`src/rtl/core/gbq_pkg.sv`:
```
package gbq_pkg;

	localparam int FIELD_W = 24;
	localparam int NCOEF   = 5;
	localparam int IDX_W   = 3;
	localparam int STEP_W  = 3;

	typedef logic [STEP_W-1:0] step_t;
	typedef logic [NCOEF-1:0][FIELD_W-1:0] coef_arr_t;

	localparam step_t STEP_WAIT  = 3'd0;
	localparam step_t STEP_FIRST = 3'd1;
	localparam step_t STEP_LAST  = 3'd5;

	// Register indexes double as the coefficient select of the multiplier.
	typedef enum logic [IDX_W-1:0] {
		REG_B0 = 3'd0,
		REG_B1 = 3'd1,
		REG_B2 = 3'd2,
		REG_A1 = 3'd3,
		REG_A2 = 3'd4
	} reg_idx_t;

	typedef enum logic [1:0] {
		OPND_PORT = 2'd0,
		OPND_X    = 2'd1,
		OPND_Y    = 2'd2
	} opnd_sel_t;

	typedef enum logic [1:0] {
		ACC_HOLD = 2'd0,
		ACC_LOAD = 2'd1,
		ACC_SUB  = 2'd2
	} acc_op_t;

	typedef enum logic [1:0] {
		JMP_NEXT     = 2'd0,
		JMP_WAIT_IN  = 2'd1,
		JMP_WAIT_OUT = 2'd2
	} jmp_t;

	typedef struct packed {
		reg_idx_t  mul_a;
		opnd_sel_t mul_b;
		logic      ld_prod;
		logic      ld_x;
		logic      ld_y;
		acc_op_t   acc_op;
		logic      ld_nz1;
		logic      finish;
		logic      clr;
	} dp_ctrl_t;

	typedef struct packed {
		dp_ctrl_t dp;
		jmp_t     jmp;
		step_t    target;
	} ucode_t;

	// Control store: one word per step.
	function automatic ucode_t gbq_ucode(step_t step);
		ucode_t w;
		w = '0;
		unique case (step)
			3'd0: begin
				w.dp.mul_a   = REG_B0;
				w.dp.mul_b   = OPND_PORT;
				w.dp.ld_prod = 1'b1;
				w.dp.ld_x    = 1'b1;
				w.jmp        = JMP_WAIT_IN;
				w.target     = STEP_FIRST;
			end
			3'd1: begin
				w.dp.mul_a   = REG_B1;
				w.dp.mul_b   = OPND_X;
				w.dp.ld_prod = 1'b1;
				w.dp.ld_y    = 1'b1;
				w.jmp        = JMP_NEXT;
			end
			3'd2: begin
				w.dp.mul_a   = REG_A1;
				w.dp.mul_b   = OPND_Y;
				w.dp.ld_prod = 1'b1;
				w.dp.acc_op  = ACC_LOAD;
				w.jmp        = JMP_NEXT;
			end
			3'd3: begin
				w.dp.mul_a   = REG_B2;
				w.dp.mul_b   = OPND_X;
				w.dp.ld_prod = 1'b1;
				w.dp.acc_op  = ACC_SUB;
				w.jmp        = JMP_NEXT;
			end
			3'd4: begin
				w.dp.mul_a   = REG_A2;
				w.dp.mul_b   = OPND_Y;
				w.dp.ld_prod = 1'b1;
				w.dp.acc_op  = ACC_LOAD;
				w.dp.ld_nz1  = 1'b1;
				w.jmp        = JMP_NEXT;
			end
			3'd5: begin
				w.dp.finish = 1'b1;
				w.jmp       = JMP_WAIT_OUT;
				w.target    = STEP_WAIT;
			end
			default: begin
				w.jmp    = JMP_WAIT_OUT;
				w.target = STEP_WAIT;
			end
		endcase
		return w;
	endfunction

endpackage

```
`src/rtl/core/gbq_datapath.sv`:
```
module gbq_datapath import gbq_pkg::*; #(
	parameter int FRAC_BITS = 20
) (
	input  logic                      clk,
	input  logic                      arst_n,
	input  dp_ctrl_t                  ctrl,
	input  coef_arr_t                 coef,
	input  logic signed [FIELD_W-1:0] sample_in,
	output logic signed [FIELD_W-1:0] res_sample,
	output logic                      res_trip
);

	localparam int D_W   = FRAC_BITS + 6;
	localparam int P0_W  = 2 * FIELD_W;
	localparam int Y_W   = ((P0_W - FRAC_BITS) > D_W ? (P0_W - FRAC_BITS) : D_W) + 1;
	localparam int MUL_W = FIELD_W + Y_W;
	localparam int ACC_W = MUL_W + 1;
	localparam int NZ_W  = ((ACC_W - FRAC_BITS) > D_W ? (ACC_W - FRAC_BITS) : D_W) + 1;

	localparam longint GUARD  = longint'(16) << FRAC_BITS;
	localparam longint LIM    = longint'(8) << FRAC_BITS;
	localparam longint FMAX   = (longint'(1) << (FIELD_W - 1)) - 1;
	localparam longint FMIN   = -(longint'(1) << (FIELD_W - 1));
	localparam longint SAT_HI = (LIM < FMAX) ? LIM : FMAX;
	localparam longint SAT_LO = (-LIM > FMIN) ? -LIM : FMIN;

	localparam logic signed [NZ_W-1:0] GUARD_P = NZ_W'(GUARD);
	localparam logic signed [NZ_W-1:0] GUARD_N = NZ_W'(-GUARD);
	localparam logic signed [Y_W-1:0]  Y_HI    = Y_W'(SAT_HI);
	localparam logic signed [Y_W-1:0]  Y_LO    = Y_W'(SAT_LO);

	logic signed [FIELD_W-1:0] x_q;
	logic signed [MUL_W-1:0]   prod_q;
	logic signed [ACC_W-1:0]   acc_q;
	logic signed [Y_W-1:0]     y_q;
	logic signed [NZ_W-1:0]    nz1_q;
	logic signed [D_W-1:0]     d1_q;
	logic signed [D_W-1:0]     d2_q;

	logic signed [FIELD_W-1:0] a_opnd;
	logic signed [Y_W-1:0]     b_opnd;
	logic signed [MUL_W-1:0]   mul_res;
	logic signed [Y_W-1:0]     y_next;
	logic signed [NZ_W-1:0]    nz1_next;
	logic signed [ACC_W-1:0]   diff;
	logic signed [NZ_W-1:0]    nz2;
	logic signed [Y_W-1:0]     y_sat;

	always_comb begin
		unique case (ctrl.mul_a)
			REG_B0:  a_opnd = signed'(coef[REG_B0]);
			REG_B1:  a_opnd = signed'(coef[REG_B1]);
			REG_B2:  a_opnd = signed'(coef[REG_B2]);
			REG_A1:  a_opnd = signed'(coef[REG_A1]);
			REG_A2:  a_opnd = signed'(coef[REG_A2]);
			default: a_opnd = signed'(coef[REG_B0]);
		endcase
		unique case (ctrl.mul_b)
			OPND_PORT: b_opnd = Y_W'(sample_in);
			OPND_X:    b_opnd = Y_W'(x_q);
			OPND_Y:    b_opnd = y_q;
			default:   b_opnd = y_q;
		endcase
	end

	assign mul_res = a_opnd * b_opnd;

	// Arithmetic shift right is the floor to FRAC_BITS fractional bits.
	assign y_next   = Y_W'(prod_q >>> FRAC_BITS) + Y_W'(d1_q);
	assign nz1_next = NZ_W'(acc_q >>> FRAC_BITS) + NZ_W'(d2_q);
	assign diff     = acc_q - ACC_W'(prod_q);
	assign nz2      = NZ_W'(diff >>> FRAC_BITS);

	assign res_trip = (nz1_q > GUARD_P) || (nz1_q < GUARD_N) ||
		(nz2 > GUARD_P) || (nz2 < GUARD_N);

	always_comb begin
		if (y_q > Y_HI) begin
			y_sat = Y_HI;
		end else if (y_q < Y_LO) begin
			y_sat = Y_LO;
		end else begin
			y_sat = y_q;
		end
	end

	assign res_sample = res_trip ? '0 : FIELD_W'(y_sat);

	always_ff @(posedge clk) begin
		if (ctrl.ld_prod) begin
			prod_q <= mul_res;
		end
		if (ctrl.ld_x) begin
			x_q <= sample_in;
		end
		if (ctrl.ld_y) begin
			y_q <= y_next;
		end
		if (ctrl.ld_nz1) begin
			nz1_q <= nz1_next;
		end
		unique case (ctrl.acc_op)
			ACC_LOAD: acc_q <= ACC_W'(prod_q);
			ACC_SUB:  acc_q <= diff;
			default:  acc_q <= acc_q;
		endcase
	end

	always_ff @(posedge clk or negedge arst_n) begin
		if (!arst_n) begin
			d1_q <= '0;
			d2_q <= '0;
		end else begin
			priority if (ctrl.clr) begin
				d1_q <= '0;
				d2_q <= '0;
			end else if (ctrl.finish) begin
				if (res_trip) begin
					d1_q <= '0;
					d2_q <= '0;
				end else begin
					d1_q <= D_W'(nz1_q);
					d2_q <= D_W'(nz2);
				end
			end
		end
	end

endmodule

```
`src/rtl/core/guarded_biquad_section_top.sv`:
```
// Guarded biquad section: one transposed direct form II second-order filter
// in signed fixed point (Q4.20 at the default FRAC_BITS).
// Input channel req_valid/req_ready carries one item, sample_in. Result
// channel rsp_valid/rsp_ready returns one item per input: sample_out,
// saturated to [-8.0, 8.0 - 2^-20], and guard_tripped, set when either new
// delay exceeded magnitude 16.0 (delays then clear and sample_out is 0).
// Each accepted item runs through the steps of the six-step control store;
// its five products go one after another through the single 24 x Y_W
// multiplier, and the last step loads the output register. No new item is
// taken until the program is back at its wait step.
// The output register parts the two sides: the next item is accepted while
// a result still waits. If the receiver stalls, the last step holds until
// the output register is free, and no further item is accepted meanwhile.
// Coefficients are written through cfg_we/cfg_index/cfg_data, by the user
// only while idle; the block does not enforce this. Any write to a valid
// index clears both delays, other indexes are ignored. Reset loads b0 =
// 1.0 (bypass), the others 0, clears delays, empties the output register.
module guarded_biquad_section_top import gbq_pkg::*; #(
	parameter int FRAC_BITS = 20
) (
	input  logic                      clk,
	input  logic                      arst_n,
	input  logic                      req_valid,
	output logic                      req_ready,
	input  logic signed [FIELD_W-1:0] sample_in,
	output logic                      rsp_valid,
	input  logic                      rsp_ready,
	output logic signed [FIELD_W-1:0] sample_out,
	output logic                      guard_tripped,
	input  logic                      cfg_we,
	input  logic [IDX_W-1:0]          cfg_index,
	input  logic [FIELD_W-1:0]        cfg_data
);

	localparam logic [FIELD_W-1:0] B0_RESET = FIELD_W'(longint'(1) << FRAC_BITS);

	step_t     step_q;
	coef_arr_t coef_q;
	ucode_t    uc;
	dp_ctrl_t  ctrl;
	logic      fire;
	logic      slot_free;
	logic      advance;
	logic      cfg_hit;
	logic signed [FIELD_W-1:0] res_sample;
	logic      res_trip;

	// Fetch the control word for the current step.
	assign uc = gbq_ucode(step_q);

	assign req_ready = (uc.jmp == JMP_WAIT_IN);
	assign fire      = req_valid && req_ready;
	assign slot_free = !rsp_valid || rsp_ready;
	assign cfg_hit   = cfg_we && (cfg_index <= REG_A2);

	always_comb begin
		unique case (uc.jmp)
			JMP_NEXT:     advance = 1'b1;
			JMP_WAIT_IN:  advance = fire;
			JMP_WAIT_OUT: advance = slot_free;
			default:      advance = 1'b0;
		endcase
	end

	// Drop every action of a step that does not advance; the datapath holds.
	always_comb begin
		ctrl     = advance ? uc.dp : dp_ctrl_t'('0);
		ctrl.clr = cfg_hit;
	end

	// Step counter: advance in order, or jump to the target of a wait step.
	always_ff @(posedge clk or negedge arst_n) begin
		if (!arst_n) begin
			step_q <= STEP_WAIT;
		end else if (advance) begin
			if (uc.jmp == JMP_NEXT) begin
				step_q <= step_q + STEP_W'(1);
			end else begin
				step_q <= uc.target;
			end
		end
	end

	// Coefficient registers.
	always_ff @(posedge clk or negedge arst_n) begin
		if (!arst_n) begin
			coef_q[REG_B0] <= B0_RESET;
			coef_q[REG_B1] <= '0;
			coef_q[REG_B2] <= '0;
			coef_q[REG_A1] <= '0;
			coef_q[REG_A2] <= '0;
		end else if (cfg_we) begin
			unique case (reg_idx_t'(cfg_index))
				REG_B0:  coef_q[REG_B0] <= cfg_data;
				REG_B1:  coef_q[REG_B1] <= cfg_data;
				REG_B2:  coef_q[REG_B2] <= cfg_data;
				REG_A1:  coef_q[REG_A1] <= cfg_data;
				REG_A2:  coef_q[REG_A2] <= cfg_data;
				default: coef_q <= coef_q;
			endcase
		end
	end

	gbq_datapath #(
		.FRAC_BITS(FRAC_BITS)
	) u_datapath (
		.clk       (clk),
		.arst_n    (arst_n),
		.ctrl      (ctrl),
		.coef      (coef_q),
		.sample_in (sample_in),
		.res_sample(res_sample),
		.res_trip  (res_trip)
	);

	// Output register: load on the last step, empty when the item is taken.
	always_ff @(posedge clk or negedge arst_n) begin
		if (!arst_n) begin
			rsp_valid <= 1'b0;
		end else if (uc.dp.finish && advance) begin
			rsp_valid <= 1'b1;
		end else if (rsp_ready) begin
			rsp_valid <= 1'b0;
		end
	end

	always_ff @(posedge clk) begin
		if (uc.dp.finish && advance) begin
			sample_out    <= res_sample;
			guard_tripped <= res_trip;
		end
	end

	// An accepted item starts the program at its first compute step.
	assert property (@(posedge clk) disable iff (!arst_n)
		(req_valid && req_ready) |=> (step_q == STEP_FIRST))
		else $error("accepted item did not start the program");

	// Completing the last step always leaves a result on offer.
	assert property (@(posedge clk) disable iff (!arst_n)
		(uc.dp.finish && advance) |=> rsp_valid)
		else $error("finished item not presented");

	// A tripped guard forces the sample to zero.
	assert property (@(posedge clk) disable iff (!arst_n)
		(rsp_valid && guard_tripped) |-> (sample_out == '0))
		else $error("guard tripped with non-zero sample");

endmodule

```
`config.mk`:
```
export PLATFORM = sky130hd
export DESIGN_NAME = guarded_biquad_section_top
export DESIGN_NICKNAME = d
export VERILOG_FILES = /design/src/rtl/core/gbq_pkg.sv /design/src/rtl/core/gbq_datapath.sv /design/src/rtl/core/guarded_biquad_section_top.sv
export SDC_FILE = /design/constraint.sdc
export NUM_CORES = 2
export LEC_CHECK = 0
export BUFFER_PORTS_ARGS = -buffer_cell sky130_fd_sc_hd__buf_2
export CELL_PAD_IN_SITES_DETAIL_PLACEMENT = 0
export CELL_PAD_IN_SITES_GLOBAL_PLACEMENT = 1
export CORE_ASPECT_RATIO = 0.6
export CORE_MARGIN = 1
export CORE_UTILIZATION = 25
export CTS_BUF_LIST = sky130_fd_sc_hd__clkbuf_8
export DETAILED_ROUTE_END_ITERATION = 8
export GPL_TIMING_DRIVEN = 0
export PLACE_DENSITY = 0.49
export SKIP_LAST_GASP = 1
export SLEW_MARGIN = 0
export SYNTH_ARGS = -nofsm -noshare
export SYNTH_HDL_FRONTEND = slang
export SYNTH_SLANG_ARGS = --single-unit
```
`constraint.sdc`:
```
create_clock -name clk -period 10.47 [get_ports clk]
set_input_delay 0.5235 -clock clk [delete_from_list [all_inputs] [get_ports clk]]
set_output_delay 0.5235 -clock clk [all_outputs]
set_load 0.005 [all_outputs]
```
==> summary.txt <==
Drt
  – DRT Pass-1 Iters: 5
  – Final ANT Viol Nets: 0
  – Vias/cell: 4.73
  – WL final: 189000 um
  – 1st-iter DRT viols: 3574
  – DRC viols: 0
  – WL/cell: 25.1 um
  – Total number of vias: 35700

Setup path
  – WP buf/inv: 10
  – Critical Path Most Common Cell: fa_1
  – Worst r2r path cells: 41
  – Largest delay share family, worst path: adder cells
  – Reg-to-reg endpoint: u_datapath.prod_q[52]
  – Critical path type: flip-flop to flip-flop
  – CP startpoint kind: flip-flop
  – CP peak stage delay: 0.62 ns
  – Crit Path Max Fanout: 8
  – R2R Setup Slk: 0.14 ns
  – CP Capture Type: flip-flop
  – Slowest CP cell: fa_2
  – Crit path DAT: 10.75 ns
  – CP Data Required Time: 10.88 ns
  – Reg-to-Reg Start: step_q[0]

Synthesis
  – Synthesized-area fraction occupied by adder cells: 38.4%
  – Post-synthesis cell count: 4737
  – Area share of and/or/nand/nor cells after synthesis: 11.6%
  – Synth warn: 0
  – Synth top area share: 31.2%
  – Synth Area in XOR/XNOR: 3.12%
  – Area contributors post-synth: fa_1 (31%), edfxtp_1 (14%), dfrtp_1 (9.5%)
  – Compound-Gate Fraction of Synth Area: 10.2%
  – Mean Syn Cell Area: 9.75 um2
  – Post-synthesis sequential area ratio: 23.8%
  – Mapped Nets: 5778
  – Synthesized flop and latch total: 396
  – Mapped Area: 0.0462 mm2
  – Async S/R FF share, synth: 44.4%
  – Synth Flop Type: edfxtp_1
  – Number of distinct library cells after synthesis: 77
  – Top cell type by total area after synthesis: fa_1
  – Largest family of logic cells by synthesized area: adder cells
  – EDFF count, synth: 220
  – Post-synthesis mux area share: 4.27%

Floorplanning
  – Area of the die: 0.186 mm2
  – Chip Width: 557 um
  – I/O Pins: 83
  – Core footprint: 0.182 mm2
  – # rows: 121
  – Die H: 335 um
  – Initial core utilization: 25.3%

Clocking
  – CTS tree: done
  – Num Clock Sinks: 396
  – # H-tree levels: 3
  – Worst-case clock buffer depth: 3
  – Inserted Clock Buffers: 71
  – Root Buffer: clkbuf_8
  – Clock Latency Late Sink: 0.69 ns
  – Clock-pin slew on the worst setup and hold paths: 0.08 ns

Timing
  – Final setup viols: 0
  – Period utilisation layout: 98.7%
  – Setup TNS: 0 ns
  – RSZ-0062 raised after global routing: true
  – Minimum clock period: 10.33 ns
  – Layout Skew: 0.0332 ns
  – Fin. Hold Viols: 0
  – Actual slew at the worst max-slew pin: 1.47 ns
  – Final worst setup slack: 0.138 ns
  – Slew HR: 2.23%
  – Fin. max-slew vios: 0
  – Peak Freq: 0.0968 GHz

Finish
  – Finished Layout Cells: 7542
  – Layout cells sized above 1: 15.8%
  – Post-route cell area: 0.0547 mm2
  – # fillers: 19300
  – Net count, final: 6058
  – Area Growth Syn to Fin: 18.4%

Run
  – Max-Cap Viols: 0

Place
  – Post-DP Area: 0.0499 mm2
  – DP HPWL: 157000 um
  – Cells after DPL: 7293
  – Worst slack, placed: -4.23 ns
  – IO buf count: 80
  – Gpl congestion: 0.956

Worst hold path
  – Hold Crit Depth: 1
  – HP Class: primary input to flip-flop
  – Hold Path End: u_datapath.x_q[8]
  – Min-delay src: sample_in[8]

GRT
  – Grt met1 use: 33.1%
  – Met2 track demand over resource: 23.8%
  – Largest net degree at the start of global routing: 111
  – Aggregate global routing overflow: 0
  – Most Used Layer, Global Route: met1
  – Vias in the first global route: 35700
  – Met3 Use GR: 8.35%
  – Initial antenna violation count: 17
  – First-pass GRT wire length: 267000 um
  – GRT Resource Usage Total: 20.3%

Run status
  – Outcome: complete, no violations
[worst reg2reg max path: cells and delay by family (launching register included)]
family | cells | cell delay [ns]
adder cells (fa/ha/maj) | 9 | 4.17
AO/OA/AOI/OAI | 10 | 2.15
AND/OR/NAND/NOR | 9 | 1.47
buffers and inverters | 10 | 1.29
flip-flops | 1 | 0.49
multiplexers | 1 | 0.25
XOR/XNOR | 2 | 0.24
[synthesized netlist by cell type (64+ instances only)]
master / n
mux2_2: 120
nor2_1: 425
o21ai_0: 159
a21oi_1: 206
inv_1: 830
ha_1: 265
fa_1: 720
nand2_1: 550
a21o_1: 87
clkbuf_1: 183
edfxtp_1: 220
dfrtp_1: 175
nor3_1: 64
xnor2_1: 118
[cell usage in the layout, fill, tap and decap left out, drive strengths merged, types with 9 or more instances in the layout]
master	n
edfxtp	220
o21ai	163
o31ai	19
o21bai	23
and2	33
nand2b	33
mux2	120
nor3	64
ha	265
a31oi	14
nor4	15
buf	274
dlygate4sd3	21
a21oi	206
xor2	42
nand2	550
or3	9
or4	9
dfrtp	175
clkbuf	201
nand3	36
nor2b	20
a21o	87
and3	18
clkinv	15
o211ai	10
a22o	44
a221o	25
mux2i	62
nand4	22
a211oi	18
inv	855
xnor2	119
o21a	24
a221oi	18
fa	720
nor2	425
[per-layer routing]
metal / up-vias / routed length, um
met5: - / 13
met4: 2 / 1770
met3: 107 / 22200
met2: 1246 / 65200
met1: 18500 / 100000
li1: 15800 / -
[sequential cells by signal, indices dropped and copies added (netlist names)]
| register | flops |
|---|---|
| coef_q | 120 |
| guard_tripped | 1 |
| rsp_valid | 1 |
| sample_out | 24 |
| step_q | 3 |
| u_datapath.acc_q | 54 |
| u_datapath.d1_q | 26 |
| u_datapath.d2_q | 26 |
| u_datapath.nz1_q | 35 |
| u_datapath.prod_q | 53 |
| u_datapath.x_q | 24 |
| u_datapath.y_q | 29 |
[area by class of cell]
type | instances | area (um2) | share of cell area (%)
flip-flops and latches | 396 | 11000 | 20.1
plain buffers | 182 | 1520 | 2.78
multi-input cells | 3304 | 32600 | 59.5
clock inverters | 49 | 303 | 0.554
repair buffers | 232 | 1930 | 3.52
diodes | 7 | 17.5 | 0.0320
inverters | 830 | 3140 | 5.73
well taps | 2460 | 3080 | 5.63
clock buffers | 82 | 1130 | 2.06
[worst max path at each step]
stage	startpoint	to	cells past startpoint
finish	step_q[0]	u_datapath.prod_q[52]	41
CTS	step_q[0]	u_datapath.prod_q[49]	36
global route	step_q[0]	u_datapath.prod_q[52]	38
floorplan	step_q[0]	u_datapath.prod_q[49]	37
global placement	step_q[0]	u_datapath.prod_q[50]	39
detailed placement	step_q[0]	u_datapath.prod_q[50]	40
[repair_timing]
item | 4_1_cts | 5_1_grt
buffers inserted | 69 | 41
gates cloned | 1 | 4
gates resized for setup | 480 | 182
pin swaps | 27 | 51
endpoints found under the hold margin | 128 | 0
setup endpoints to repair | 40 | 19
hold buffers | 21 | 0
[stage by stage]
stage          hold slack [ns]  utilization [%]
2_1_floorplan            0.228                -
3_3_place_gp             0.477             27.2
3_5_place_dp             0.480             27.4
4_1_cts               0.000439             29.5
5_1_grt                0.00422             30.0
6_report                0.0807             30.0
[kinds of logic after synthesis]
logic type / Yosys count
AOI/OAI and AO/OA: 716
and+or+nand+nor: 1259
muxes: 182
buffers and inverters: 1037
adders and majority gates: 985
xor gates and xnor gates: 162
DFF: 396
Power is left out: the tool's default activity adds up to more than one toggle a clock period on the data nets, which glitch-free logic cannot reach.
